===== src/hdl/dual_wheel_velocity_pid_top_defines.svh =====
// Assertion macros for the dual-wheel velocity PID block.
// Used by dual_wheel_velocity_pid_top; expects clk and arst_n in scope.
`ifndef DUAL_WHEEL_VELOCITY_PID_TOP_DEFINES_SVH
`define DUAL_WHEEL_VELOCITY_PID_TOP_DEFINES_SVH
`ifndef SYNTHESIS
`define DWVP_ASSERT(lbl, prop) \
	lbl: assert property (@(posedge clk) disable iff (!arst_n) prop) \
		else $error("dwvp: property violated");
`define DWVP_NEVER(lbl, expr) \
	lbl: assert property (@(posedge clk) disable iff (!arst_n) !(expr)) \
		else $error("dwvp: forbidden condition seen");
`else
`define DWVP_ASSERT(lbl, prop)
`define DWVP_NEVER(lbl, expr)
`endif
`endif


===== src/hdl/dwvp_pkg.sv =====
// Shared types, codes and widths for the dual-wheel velocity PID block.
// No dependencies; imported by every module of the block.
`default_nettype none
package dwvp_pkg;

	// field widths
	localparam int CMD_W      = 3;
	localparam int POS_W      = 32;
	localparam int DUTY_OUT_W = 12;
	localparam int GAIN_W     = 24;
	localparam int REG_W      = 32;
	localparam int IDX_W      = 3;

	// error accumulator, split in two halves for the shared multiplier
	localparam int SUM_W = 48;
	localparam int LO_W  = SUM_W / 2;
	localparam int HI_W  = SUM_W - LO_W;

	localparam int DUTY_MAX = 4095;
	localparam int DUTY_W   = 16;

	localparam int MUL_W  = 33;
	localparam int PROD_W = 2 * MUL_W;
	localparam int ACC_W  = 61;
	localparam int KIS_W  = (SUM_W + 26 > PROD_W) ? SUM_W + 26 : PROD_W;
	localparam int PID_W  = 20;
	localparam logic [PID_W-1:0] PID_CAP = PID_W'(10 << 16);

	// commands
	localparam logic [CMD_W-1:0] CMD_FWD   = 3'd0;
	localparam logic [CMD_W-1:0] CMD_LEFT  = 3'd1;
	localparam logic [CMD_W-1:0] CMD_RIGHT = 3'd2;
	localparam logic [CMD_W-1:0] CMD_BACK  = 3'd3;
	localparam logic [CMD_W-1:0] CMD_STOP  = 3'd4;
	localparam logic [CMD_W-1:0] CMD_CLEAR = 3'd5;

	// register indexes
	localparam logic [IDX_W-1:0] REG_PROP_GAIN      = 3'd0;
	localparam logic [IDX_W-1:0] REG_INTEG_GAIN     = 3'd1;
	localparam logic [IDX_W-1:0] REG_DERIV_GAIN     = 3'd2;
	localparam logic [IDX_W-1:0] REG_LINEAR_SCALE   = 3'd3;
	localparam logic [IDX_W-1:0] REG_ANGULAR_SCALE  = 3'd4;
	localparam logic [IDX_W-1:0] REG_LINEAR_TARGET  = 3'd5;
	localparam logic [IDX_W-1:0] REG_ANGULAR_TARGET = 3'd6;
	localparam logic [IDX_W-1:0] REG_DUTY_SCALE     = 3'd7;

	// reset values
	localparam logic [GAIN_W-1:0] RST_PROP_GAIN  = 24'd65536;
	localparam logic [GAIN_W-1:0] RST_INTEG_GAIN = 24'd6554;
	localparam logic [GAIN_W-1:0] RST_DERIV_GAIN = 24'd655360;
	localparam logic [REG_W-1:0]  RST_SCALE      = 32'd65536;
	localparam logic [REG_W-1:0]  RST_TARGET     = 32'd65536;
	localparam logic [REG_W-1:0]  RST_DUTY_SCALE = 32'd26836992;

	typedef struct packed {
		logic [GAIN_W-1:0]       prop_gain;
		logic [GAIN_W-1:0]       integ_gain;
		logic [GAIN_W-1:0]       deriv_gain;
		logic [REG_W-1:0]        linear_scale;
		logic [REG_W-1:0]        angular_scale;
		logic signed [REG_W-1:0] linear_target;
		logic signed [REG_W-1:0] angular_target;
		logic [REG_W-1:0]        duty_scale;
	} cfg_regs_t;

	// datapath sequence, one entry per cycle for each wheel
	typedef enum logic [3:0] {
		ST_DELTA,
		ST_MSPD,
		ST_ERR,
		ST_KP,
		ST_KD,
		ST_KIH,
		ST_KIL,
		ST_KIS,
		ST_ACC,
		ST_PID,
		ST_MDUTY,
		ST_DUTY
	} step_t;

	typedef struct packed {
		logic  accept;
		logic  motion;
		logic  clear;
		logic  run;
		logic  wheel;
		step_t step;
		logic  load_out;
	} dp_cmd_t;

endpackage
`default_nettype wire


===== src/hdl/dwvp_regs.sv =====
// Configuration register file for the velocity PID block.
// Depends on dwvp_pkg.
`default_nettype none
module dwvp_regs (
	input  logic                         clk,
	input  logic                         arst_n,
	input  logic                         cfg_we,
	input  logic [dwvp_pkg::IDX_W-1:0]   cfg_index,
	input  logic [dwvp_pkg::REG_W-1:0]   cfg_data,
	output dwvp_pkg::cfg_regs_t          cfg
);
	import dwvp_pkg::*;

	cfg_regs_t cfg_q;

	always_ff @(posedge clk or negedge arst_n) begin
		if (!arst_n) begin
			cfg_q.prop_gain      <= RST_PROP_GAIN;
			cfg_q.integ_gain     <= RST_INTEG_GAIN;
			cfg_q.deriv_gain     <= RST_DERIV_GAIN;
			cfg_q.linear_scale   <= RST_SCALE;
			cfg_q.angular_scale  <= RST_SCALE;
			cfg_q.linear_target  <= RST_TARGET;
			cfg_q.angular_target <= RST_TARGET;
			cfg_q.duty_scale     <= RST_DUTY_SCALE;
		end else if (cfg_we) begin
			case (cfg_index)
				REG_PROP_GAIN:      cfg_q.prop_gain      <= cfg_data[GAIN_W-1:0];
				REG_INTEG_GAIN:     cfg_q.integ_gain     <= cfg_data[GAIN_W-1:0];
				REG_DERIV_GAIN:     cfg_q.deriv_gain     <= cfg_data[GAIN_W-1:0];
				REG_LINEAR_SCALE:   cfg_q.linear_scale   <= cfg_data;
				REG_ANGULAR_SCALE:  cfg_q.angular_scale  <= cfg_data;
				REG_LINEAR_TARGET:  cfg_q.linear_target  <= cfg_data;
				REG_ANGULAR_TARGET: cfg_q.angular_target <= cfg_data;
				REG_DUTY_SCALE:     cfg_q.duty_scale     <= cfg_data;
				default: ;
			endcase
		end
	end

	assign cfg = cfg_q;

endmodule
`default_nettype wire


===== config.mk =====
export PLATFORM = sky130hd
export DESIGN_NAME = dwvp_regs
export DESIGN_NICKNAME = d
export VERILOG_FILES = /design/src/hdl/dual_wheel_velocity_pid_top_defines.svh /design/src/hdl/dwvp_pkg.sv /design/src/hdl/dwvp_regs.sv
export SDC_FILE = /design/constraint.sdc
export NUM_CORES = 1
export LEC_CHECK = 0
export BUFFER_PORTS_ARGS = -buffer_cell sky130_fd_sc_hd__buf_2
export CORE_MARGIN = 2
export CORE_UTILIZATION = 53
export CTS_BUF_LIST = sky130_fd_sc_hd__clkbuf_4 sky130_fd_sc_hd__clkbuf_8
export CTS_CLUSTER_DIAMETER = 200
export DETAILED_ROUTE_END_ITERATION = 10
export PLACE_DENSITY = 0.87
export SKIP_CTS_REPAIR_TIMING = 1
export SYNTH_ARGS = -nofsm -noshare
export SYNTH_HDL_FRONTEND = slang
export SYNTH_SLANG_ARGS = --single-unit

===== constraint.sdc =====
create_clock -name clk -period 0.9 [get_ports clk]
set_input_delay 0.09 -clock clk [delete_from_list [all_inputs] [get_ports clk]]
set_output_delay 0.09 -clock clk [all_outputs]
set_load 0.02 [all_outputs]

==> impl_metrics.env <==
export IMPL_status="finished, violations left"
export IMPL_violations="negative setup slack"
export IMPL_cts_reportedPaths_clkPinSlew_ps=60
export IMPL_worstPathCellList="buf_6"
export IMPL_tightest_slew_ps=387
export IMPL_place_area_um2=10900
export IMPL_area_delta_synth_final_pct=63.6
export IMPL_synthCells=500
export IMPL_drtPass1Iterations=5
export IMPL_cp_arrival_ps=1210
export IMPL_dp_hpwl_um=15100
export IMPL_htreeDepth=2
export IMPL_netlist_area_leader_share_pct=60.8
export IMPL_cp_max_fo=2
export IMPL_vias=6477
export IMPL_largest_register_ffs=232
export IMPL_total_power_mw=38.8
export IMPL_start_util_pct=54.5
export IMPL_skew_ps=0
export IMPL_synthTopCellsByArea="dfrtp_1 61%, mux2_2 29%, dfstp_2 6.0%"
export IMPL_cp_top_family="flip-flops"
export IMPL_hold_ws_ps=60.9
export IMPL_synth_nets=538
export IMPL_yosys_cell_count_top_type="mux2_2"
export IMPL_synth_main_ff_cell="dfrtp_1"
export IMPL_critical_path_slowest_cell="dfstp_2"
export IMPL_hold_viol_final=0
export IMPL_min_period_ps=1300
export IMPL_gp_congestion=0.761
export IMPL_fmax_mhz=772
export IMPL_grt_most_used_layer="met2"
export IMPL_cts_root_buf="clkbuf_8"
export IMPL_hold_class="in2async"
export IMPL_clkLatencyLatePin_ps=510
export IMPL_grt_usage_pct=25.7
export IMPL_fin_cells=1167
export IMPL_grt_antenna_before_repair=1
export IMPL_drt_antenna_violating_nets=0
export IMPL_r2r_cells=2
export IMPL_ioPinCount=270
export IMPL_clock_path_buffers=3
export IMPL_pre_cts_ws_ps=-540
export IMPL_wl_per_cell_um=26.8
export IMPL_dieArea_um2=17500
export IMPL_grt_pass1_wl_um=35300
export IMPL_yosysUniqueCellTypes=11
export IMPL_die_h_um=132
export IMPL_routed_via_density=5.55
export IMPL_critPathCaptureType="primary output"
export IMPL_final_setup_viol_count=333
export IMPL_fin_crit_sh_pct=144
export IMPL_ir_worst_vdd_v=0.00186
export IMPL_syn_avg_cell_area_um2=17.5
export IMPL_cts_made_buffers=37
export IMPL_synth_area_um2=8730
export IMPL_drt_total_wl_um=31200
export IMPL_synth_common_cells="228 x mux2_2, 212 x dfrtp_1, 20 x dfstp_2"
export IMPL_core_region_area_um2=16000
export IMPL_layout_drive_gt1_share_pct=73.8
export IMPL_rows=46
export IMPL_placed_cells=986
export IMPL_setup_slack_ps=-396
export IMPL_crit_type="reg2out"
export IMPL_required_ps=810
export IMPL_grt_util_met1_pct=33.2
export IMPL_grt_util_met3_pct=7.73
export IMPL_final_area_um2=14300
export IMPL_slew_headroom_pct=74.2
export IMPL_slew_viol_final=0
export IMPL_crit_path_max_incr_delay_ps=570
export IMPL_critical_path_buf_inv_count=1
export IMPL_cts_sinks=232
export IMPL_maxCapViolCount=0
export IMPL_synthArstFlopShare_pct=100
export IMPL_layout_nets=964
export IMPL_p_leak_nw=6.87
export IMPL_drt_iter0_drc=301
export IMPL_first_global_vias=6236
export IMPL_crit_path_start_kind="register"
export IMPL_io_buffers=269
export IMPL_power_density_nw_per_um2=2720
export IMPL_tritoncts="done"
export IMPL_drc=0
export IMPL_synth_edf_count=0
export IMPL_ys_seq_area_share_pct=66.8
export IMPL_grt_overflow=0
export IMPL_yosys_warnings=0
export IMPL_met2_usage_pct=41.9
export IMPL_synth_area_leader_cell="dfrtp_1"
export IMPL_die_w_um=132
export IMPL_worstSetupPathDepth=1
export IMPL_ys_seq_elements=232
export IMPL_grt_max_degree=42
export IMPL_rsz0062_at_grt="true"
## final timing paths
kind	from	endpoint	slack, ps
max	cfg[187]	cfg[187]	-400
min	arst_n	cfg[100]	60
max reg2reg	cfg[198]	cfg[198]	-90
min reg2reg	cfg[91]	cfg[91]	530
max in group asynchronous	arst_n	cfg[192]	240
min in group clk	cfg_we	cfg[230]	280
## metrics by stage
step | TNS, ps | utilization (%)
CTS | -64250 | 73.1
global placement | -90280 | 68.2
detailed placement | -98710 | 68.2
finish | -63150 | 89.2
global route | -71650 | 89.2
floorplan | -56730 | -
## area by class of cell
class,count,area (µm²)
sequential,232,5830
clock buffer,60,738
multi-input combinational,240,3120
fill,574,1730
antenna,1,2.50
tap,216,270
timing repair buffer,415,4270
clock inverter,3,40.0
## placed cells by master, fill, tap and decap left out, drive strengths merged
master	n
clkinv	2
nor4b	1
dfstp	20
dlygate4sd3	33
buf	380
diode	1
nand4b	3
dfrtp	212
nand4	1
mux2	232
bufinv	1
nor4bb	3
clkbuf	62
## power by group
group	internal [mW]	switching, mW	total [mW]
Clock	5.46	4.36	9.82
Sequential	12.9	2.15	15.0
Combinational	7.81	6.12	13.9
Total	26.2	12.6	38.8
## per-layer routing
layer / vias to the layer above / part of all wire (%)
met1: 3376 / 37
met5: - / 0
met3: 100 / 7.2
li1: 2634 / -
met4: 0 / 4.2
met2: 367 / 52
## cells by family (layout without fill, tap and decap cells)
family	after synthesis	in the layout	synth area share (%)
other cells	0	1	0
buf+inv	28	478	2.25
flops	232	232	66.8
mux	232	232	29.9
simple gates	8	8	0.989
Power figures use the tool's default switching activity.
