===== src/hdl/dual_wheel_velocity_pid_top_defines.svh =====
// Assertion macros for the dual-wheel velocity PID block.
// Used by dual_wheel_velocity_pid_top; expects clk and arst_n in scope.
`ifndef DUAL_WHEEL_VELOCITY_PID_TOP_DEFINES_SVH
`define DUAL_WHEEL_VELOCITY_PID_TOP_DEFINES_SVH
`ifndef SYNTHESIS
`define DWVP_ASSERT(lbl, prop) \
	lbl: assert property (@(posedge clk) disable iff (!arst_n) prop) \
		else $error("dwvp: property violated");
`define DWVP_NEVER(lbl, expr) \
	lbl: assert property (@(posedge clk) disable iff (!arst_n) !(expr)) \
		else $error("dwvp: forbidden condition seen");
`else
`define DWVP_ASSERT(lbl, prop)
`define DWVP_NEVER(lbl, expr)
`endif
`endif


===== src/hdl/dwvp_pkg.sv =====
// Shared types, codes and widths for the dual-wheel velocity PID block.
// No dependencies; imported by every module of the block.
`default_nettype none
package dwvp_pkg;

	// field widths
	localparam int CMD_W      = 3;
	localparam int POS_W      = 32;
	localparam int DUTY_OUT_W = 12;
	localparam int GAIN_W     = 24;
	localparam int REG_W      = 32;
	localparam int IDX_W      = 3;

	// error accumulator, split in two halves for the shared multiplier
	localparam int SUM_W = 48;
	localparam int LO_W  = SUM_W / 2;
	localparam int HI_W  = SUM_W - LO_W;

	localparam int DUTY_MAX = 4095;
	localparam int DUTY_W   = 16;

	localparam int MUL_W  = 33;
	localparam int PROD_W = 2 * MUL_W;
	localparam int ACC_W  = 61;
	localparam int KIS_W  = (SUM_W + 26 > PROD_W) ? SUM_W + 26 : PROD_W;
	localparam int PID_W  = 20;
	localparam logic [PID_W-1:0] PID_CAP = PID_W'(10 << 16);

	// commands
	localparam logic [CMD_W-1:0] CMD_FWD   = 3'd0;
	localparam logic [CMD_W-1:0] CMD_LEFT  = 3'd1;
	localparam logic [CMD_W-1:0] CMD_RIGHT = 3'd2;
	localparam logic [CMD_W-1:0] CMD_BACK  = 3'd3;
	localparam logic [CMD_W-1:0] CMD_STOP  = 3'd4;
	localparam logic [CMD_W-1:0] CMD_CLEAR = 3'd5;

	// register indexes
	localparam logic [IDX_W-1:0] REG_PROP_GAIN      = 3'd0;
	localparam logic [IDX_W-1:0] REG_INTEG_GAIN     = 3'd1;
	localparam logic [IDX_W-1:0] REG_DERIV_GAIN     = 3'd2;
	localparam logic [IDX_W-1:0] REG_LINEAR_SCALE   = 3'd3;
	localparam logic [IDX_W-1:0] REG_ANGULAR_SCALE  = 3'd4;
	localparam logic [IDX_W-1:0] REG_LINEAR_TARGET  = 3'd5;
	localparam logic [IDX_W-1:0] REG_ANGULAR_TARGET = 3'd6;
	localparam logic [IDX_W-1:0] REG_DUTY_SCALE     = 3'd7;

	// reset values
	localparam logic [GAIN_W-1:0] RST_PROP_GAIN  = 24'd65536;
	localparam logic [GAIN_W-1:0] RST_INTEG_GAIN = 24'd6554;
	localparam logic [GAIN_W-1:0] RST_DERIV_GAIN = 24'd655360;
	localparam logic [REG_W-1:0]  RST_SCALE      = 32'd65536;
	localparam logic [REG_W-1:0]  RST_TARGET     = 32'd65536;
	localparam logic [REG_W-1:0]  RST_DUTY_SCALE = 32'd26836992;

	typedef struct packed {
		logic [GAIN_W-1:0]       prop_gain;
		logic [GAIN_W-1:0]       integ_gain;
		logic [GAIN_W-1:0]       deriv_gain;
		logic [REG_W-1:0]        linear_scale;
		logic [REG_W-1:0]        angular_scale;
		logic signed [REG_W-1:0] linear_target;
		logic signed [REG_W-1:0] angular_target;
		logic [REG_W-1:0]        duty_scale;
	} cfg_regs_t;

	// datapath sequence, one entry per cycle for each wheel
	typedef enum logic [3:0] {
		ST_DELTA,
		ST_MSPD,
		ST_ERR,
		ST_KP,
		ST_KD,
		ST_KIH,
		ST_KIL,
		ST_KIS,
		ST_ACC,
		ST_PID,
		ST_MDUTY,
		ST_DUTY
	} step_t;

	typedef struct packed {
		logic  accept;
		logic  motion;
		logic  clear;
		logic  run;
		logic  wheel;
		step_t step;
		logic  load_out;
	} dp_cmd_t;

endpackage
`default_nettype wire


===== src/hdl/dwvp_ctrl.sv =====
// Sequencer for the velocity PID block: accepts a sample, steps the datapath
// through both wheels for a motion sample, and owns the result valid. Depends on dwvp_pkg.
`default_nettype none
module dwvp_ctrl (
	input  logic                        clk,
	input  logic                        arst_n,
	input  logic                        in_valid,
	input  logic [dwvp_pkg::CMD_W-1:0]  command,
	input  logic                        out_stall,
	output logic                        in_stall,
	output logic                        out_valid,
	output dwvp_pkg::dp_cmd_t           dp_cmd
);
	import dwvp_pkg::*;

	typedef enum logic [1:0] {
		S_IDLE,
		S_RUN,
		S_FIN
	} state_t;

	state_t state_q;
	step_t  step_q;
	logic   wheel_q;
	logic   out_valid_q;
	logic   motion;
	logic   accept;
	logic   load_out;

	assign motion   = (command <= CMD_BACK);
	assign accept   = in_valid && (state_q == S_IDLE);
	// result register frees up in the same cycle its beat is taken
	assign load_out = (state_q == S_FIN) && (!out_valid_q || !out_stall);

	always_ff @(posedge clk or negedge arst_n) begin
		if (!arst_n) begin
			state_q     <= S_IDLE;
			step_q      <= ST_DELTA;
			wheel_q     <= 1'b0;
			out_valid_q <= 1'b0;
		end else begin
			if (load_out)
				out_valid_q <= 1'b1;
			else if (!out_stall)
				out_valid_q <= 1'b0;

			case (state_q)
				S_IDLE: begin
					if (in_valid) begin
						step_q  <= ST_DELTA;
						wheel_q <= 1'b0;
						state_q <= motion ? S_RUN : S_FIN;
					end
				end
				S_RUN: begin
					if (step_q == ST_DUTY) begin
						if (wheel_q) begin
							state_q <= S_FIN;
						end else begin
							wheel_q <= 1'b1;
							step_q  <= ST_DELTA;
						end
					end else begin
						step_q <= step_t'(step_q + 4'd1);
					end
				end
				S_FIN: begin
					if (!out_valid_q || !out_stall)
						state_q <= S_IDLE;
				end
				default: state_q <= S_IDLE;
			endcase
		end
	end

	assign in_stall  = (state_q != S_IDLE);
	assign out_valid = out_valid_q;

	always_comb begin
		dp_cmd.accept   = accept;
		dp_cmd.motion   = motion;
		dp_cmd.clear    = (command == CMD_CLEAR);
		dp_cmd.run      = (state_q == S_RUN);
		dp_cmd.wheel    = wheel_q;
		dp_cmd.step     = step_q;
		dp_cmd.load_out = load_out;
	end

endmodule
`default_nettype wire


===== config.mk =====
export PLATFORM = sky130hd
export DESIGN_NAME = dwvp_ctrl
export DESIGN_NICKNAME = d
export VERILOG_FILES = /design/src/hdl/dual_wheel_velocity_pid_top_defines.svh /design/src/hdl/dwvp_pkg.sv /design/src/hdl/dwvp_ctrl.sv
export SDC_FILE = /design/constraint.sdc
export NUM_CORES = 1
export LEC_CHECK = 0
export ABC_AREA = 0
export BUFFER_PORTS_ARGS = -buffer_cell sky130_fd_sc_hd__buf_2
export CAP_MARGIN = 20
export CORE_ASPECT_RATIO = 0.75
export CORE_MARGIN = 2
export CORE_UTILIZATION = 25
export CTS_CLUSTER_DIAMETER = 60
export CTS_CLUSTER_SIZE = 12
export DETAILED_ROUTE_END_ITERATION = 10
export PLACE_DENSITY_LB_ADDON = 0.12
export RECOVER_POWER = 100
export SLEW_MARGIN = 25
export SYNTH_ARGS = -nofsm -noshare
export SYNTH_HDL_FRONTEND = slang
export SYNTH_SLANG_ARGS = --single-unit

===== constraint.sdc =====
create_clock -name clk -period 1.5 [get_ports clk]
set_input_delay 0 -clock clk [delete_from_list [all_inputs] [get_ports clk]]
set_output_delay 0 -clock clk [all_outputs]
set_load 0.03 [all_outputs]

==> reports/results.txt <==
Measured slew at the worst slew-check pin = 0.4659 ns
Largest net degree at the start of global routing = 14
Synth cell types = 33
DIE HEIGHT = 42.85 um
Async S/R FF share, synth = 1.000
CP peak stage delay = 0.48 ns
Layout area overhead = 21.14%
Worst Skew = 0.001522 ns
I/O pin cnt = 19
Pleak = 0.2894 nW
N_diodes = 0
Net count after synthesis = 66
GR Overflow Total = 0
Inst Count DP = 94
Post-synth top cells = 8 x dfrtp_1, 8 x nand2_1, 4 x buf_4, 4 x nor2_1, 3 x inv_1
Fin nets = 85
# DRC = 0
CP Class = flip-flop to output pin
Synth warnings = 0
Startpoint types = flip-flop
Layout Cells excl Fill = 99
TritonCTS clock tree = yes
CP endpoint kind = output pin
RSZ-0062 raised after global routing = no
Status = completed
Share of cells above drive strength 1 = 0.1733
Post-DRT Antenna Nets = 0
Minimum clock period = 1.368 ns
Netlist Area Pre-Place = 503.0 sq um
Number of global-route vias before repair = 394
Post-synthesis mux area share = 0.01990
DP HPWL = 810.7 um
Maximum VDD drop = 0.0005732 V
Ys flop type = dfrtp_1
Setup total negative slack = 0 ns
Worst path arrival time = 1.37 ns
First-pass GRT wire length = 1911 um
Wire per inst = 11.46 um
Sequential fraction of the synthesis area = 0.3980
Fill cells = 225
TritonCTS buffer count = 3
Chip width = 55.80 um
Row cnt = 14
Power Density = 1740 mW/mm^2
Count of input and output buffers = 18
DRT iter0 DRCs = 6
Most Crowded Layer GR = met1
CP max stage cell = dfrtp_1
Clock slew at reported path FFs = 0.05 ns
Critical path peak fanout = 11
DR vias = 446
Global Route met2 Usage = 0.1405
Number of synthesized flops with an enable pin = 0
Relative slew slack = 0.6894
Root buffer cell = clkbuf_4
Post-Synth XOR/XNOR Area = 0
Initial antenna violation count = 0
Largest family of logic cells by synthesized area = simple AND/OR/NAND/NOR gates
Post-synth top area share = 0.3980
Sink Count = 8
H-tree levels = 1
Hold WC Path Type = input port to flip-flop
Total Wirelength = 1135 um
TritonRoute pass-1 iters = 3
Setup violators final = 0
Initial Util = 0.2587
Final hold vios = 0
Max Clk Rate = 0.7312 GHz
Min Hold Slack = 0.07326 ns
Synth Area in Simple Gates = 0.2985
Compound-Gate Fraction of Synth Area = 0.1517
Max-cap viol count = 0
Synthesized area per cell = 8.672 sq um
Top post-synthesis cells by area = dfrtp_1 40%, buf_4 6.0%, nand2_1 6.0%, nor2_1 3.0%, a31oi_1 2.5%
Met1 usage = 0.1508
GRT met3 Usage = 0.05793
Period utilization = 0.9117
Via density = 4.505
Die ar. = 0.002391 sq mm
Critical-path cell list = nand2b_1 -> inv_2 -> clkbuf_1
Synth Register Bits = 8
GP Congestion = 0.7425
Adder-cell share of the synthesized area = 0.02488
WP data required = 1.50 ns
Post-Syn Instances = 58
Pins over their slew limit = 0
Core area = 0.001944 sq mm
GRT Total Usage = 0.1077
Clock Latency Late Sink = 0.25 ns
CTS Buffer Depth = 2
Area leader, netlist = dfrtp_1
==> where the power goes <==
part           leakage (nW)  switching, mW  internal, mW
Combinational         0.171          0.330         0.166
Sequential            0.104          0.119         0.284
Clock                0.0138         0.0702        0.0914
==> cell usage in the layout (no fill, tap or decap), types with 3 or more instances in the layout <==
master	instances
clkbuf_4	3
clkbuf_1	11
inv_1	3
dfrtp_1	7
nand2_1	8
buf_2	5
nor2_1	4
nand3_1	3
==> worst paths after layout <==
kind | start | endpoint | slack [ns] | cells past startpoint
min reg2reg | out_valid | out_valid | 0.51 | 2
min | in_valid | state_q[0] | 0.07 | 3
max reg2reg | step_q[0] | step_q[0] | 0.23 | 4
max | state_q[1] | dp_cmd[6] | 0.13 | 3
min in group asynchronous | arst_n | step_q[0] | 0.21 | 2
max in group asynchronous | arst_n | state_q[0] | 0.95 | 2
==> cell type report <==
cell class | count | area (sq um) | share of cell area
flip-flops and latches | 8 | 201.4 | 0.3306
clock buffers | 3 | 22.52 | 0.03696
repair buffers | 20 | 96.34 | 0.1581
inverters | 4 | 15.01 | 0.02464
well taps | 24 | 30.03 | 0.04928
multi-input cells | 40 | 244.0 | 0.4004
==> cells by family (layout without fill, tap and decap cells) <==
group           Yosys count  after routing
mux                       1              1
fa+ha+maj                 1              1
simple gates             27             27
flops                     8              8
buf+inv                  10             27
compound gates           11             11
==> per-stage QoR <==
step	area, sq um	power (mW)	setup WS (ns)	util
after floorplan	503.0	0.7955	0.07578	-
after global placement	584.3	0.9379	0.1922	0.3005
after detailed placement	584.3	0.9228	0.2030	0.3005
after CTS	626.9	1.102	0.09494	0.3224
after global routing	609.3	1.159	0.03886	0.3134
final	609.3	1.060	0.1324	0.3134
==> metal layers <==
metal / vias to the layer above / wire (um)
met2: 9 / 468
met4: 0 / 0
met3: 0 / 61
met5: - / 0
li1: 239 / -
met1: 198 / 605
==> timing repair <==
item                                    CTS  global route
endpoints found under the setup margin    0             1
setup buffers                             0             0
gates resized for setup                   0             1
endpoints found under the hold margin     9             0
hold buffers                              2             0
==> worst max-delay path, delay by kind of cell (launching register included) <==
kind          cells  cell delay, ns
buf+inv           2            0.38
simple gates      1            0.25
flops             1            0.48
==> flip-flops by register name (all words and copies together), names as in the netlist <==
signal / flops
step_q: 4
state_q: 2
out_valid: 1
wheel_q: 1
(Power assumes the default switching activity.)
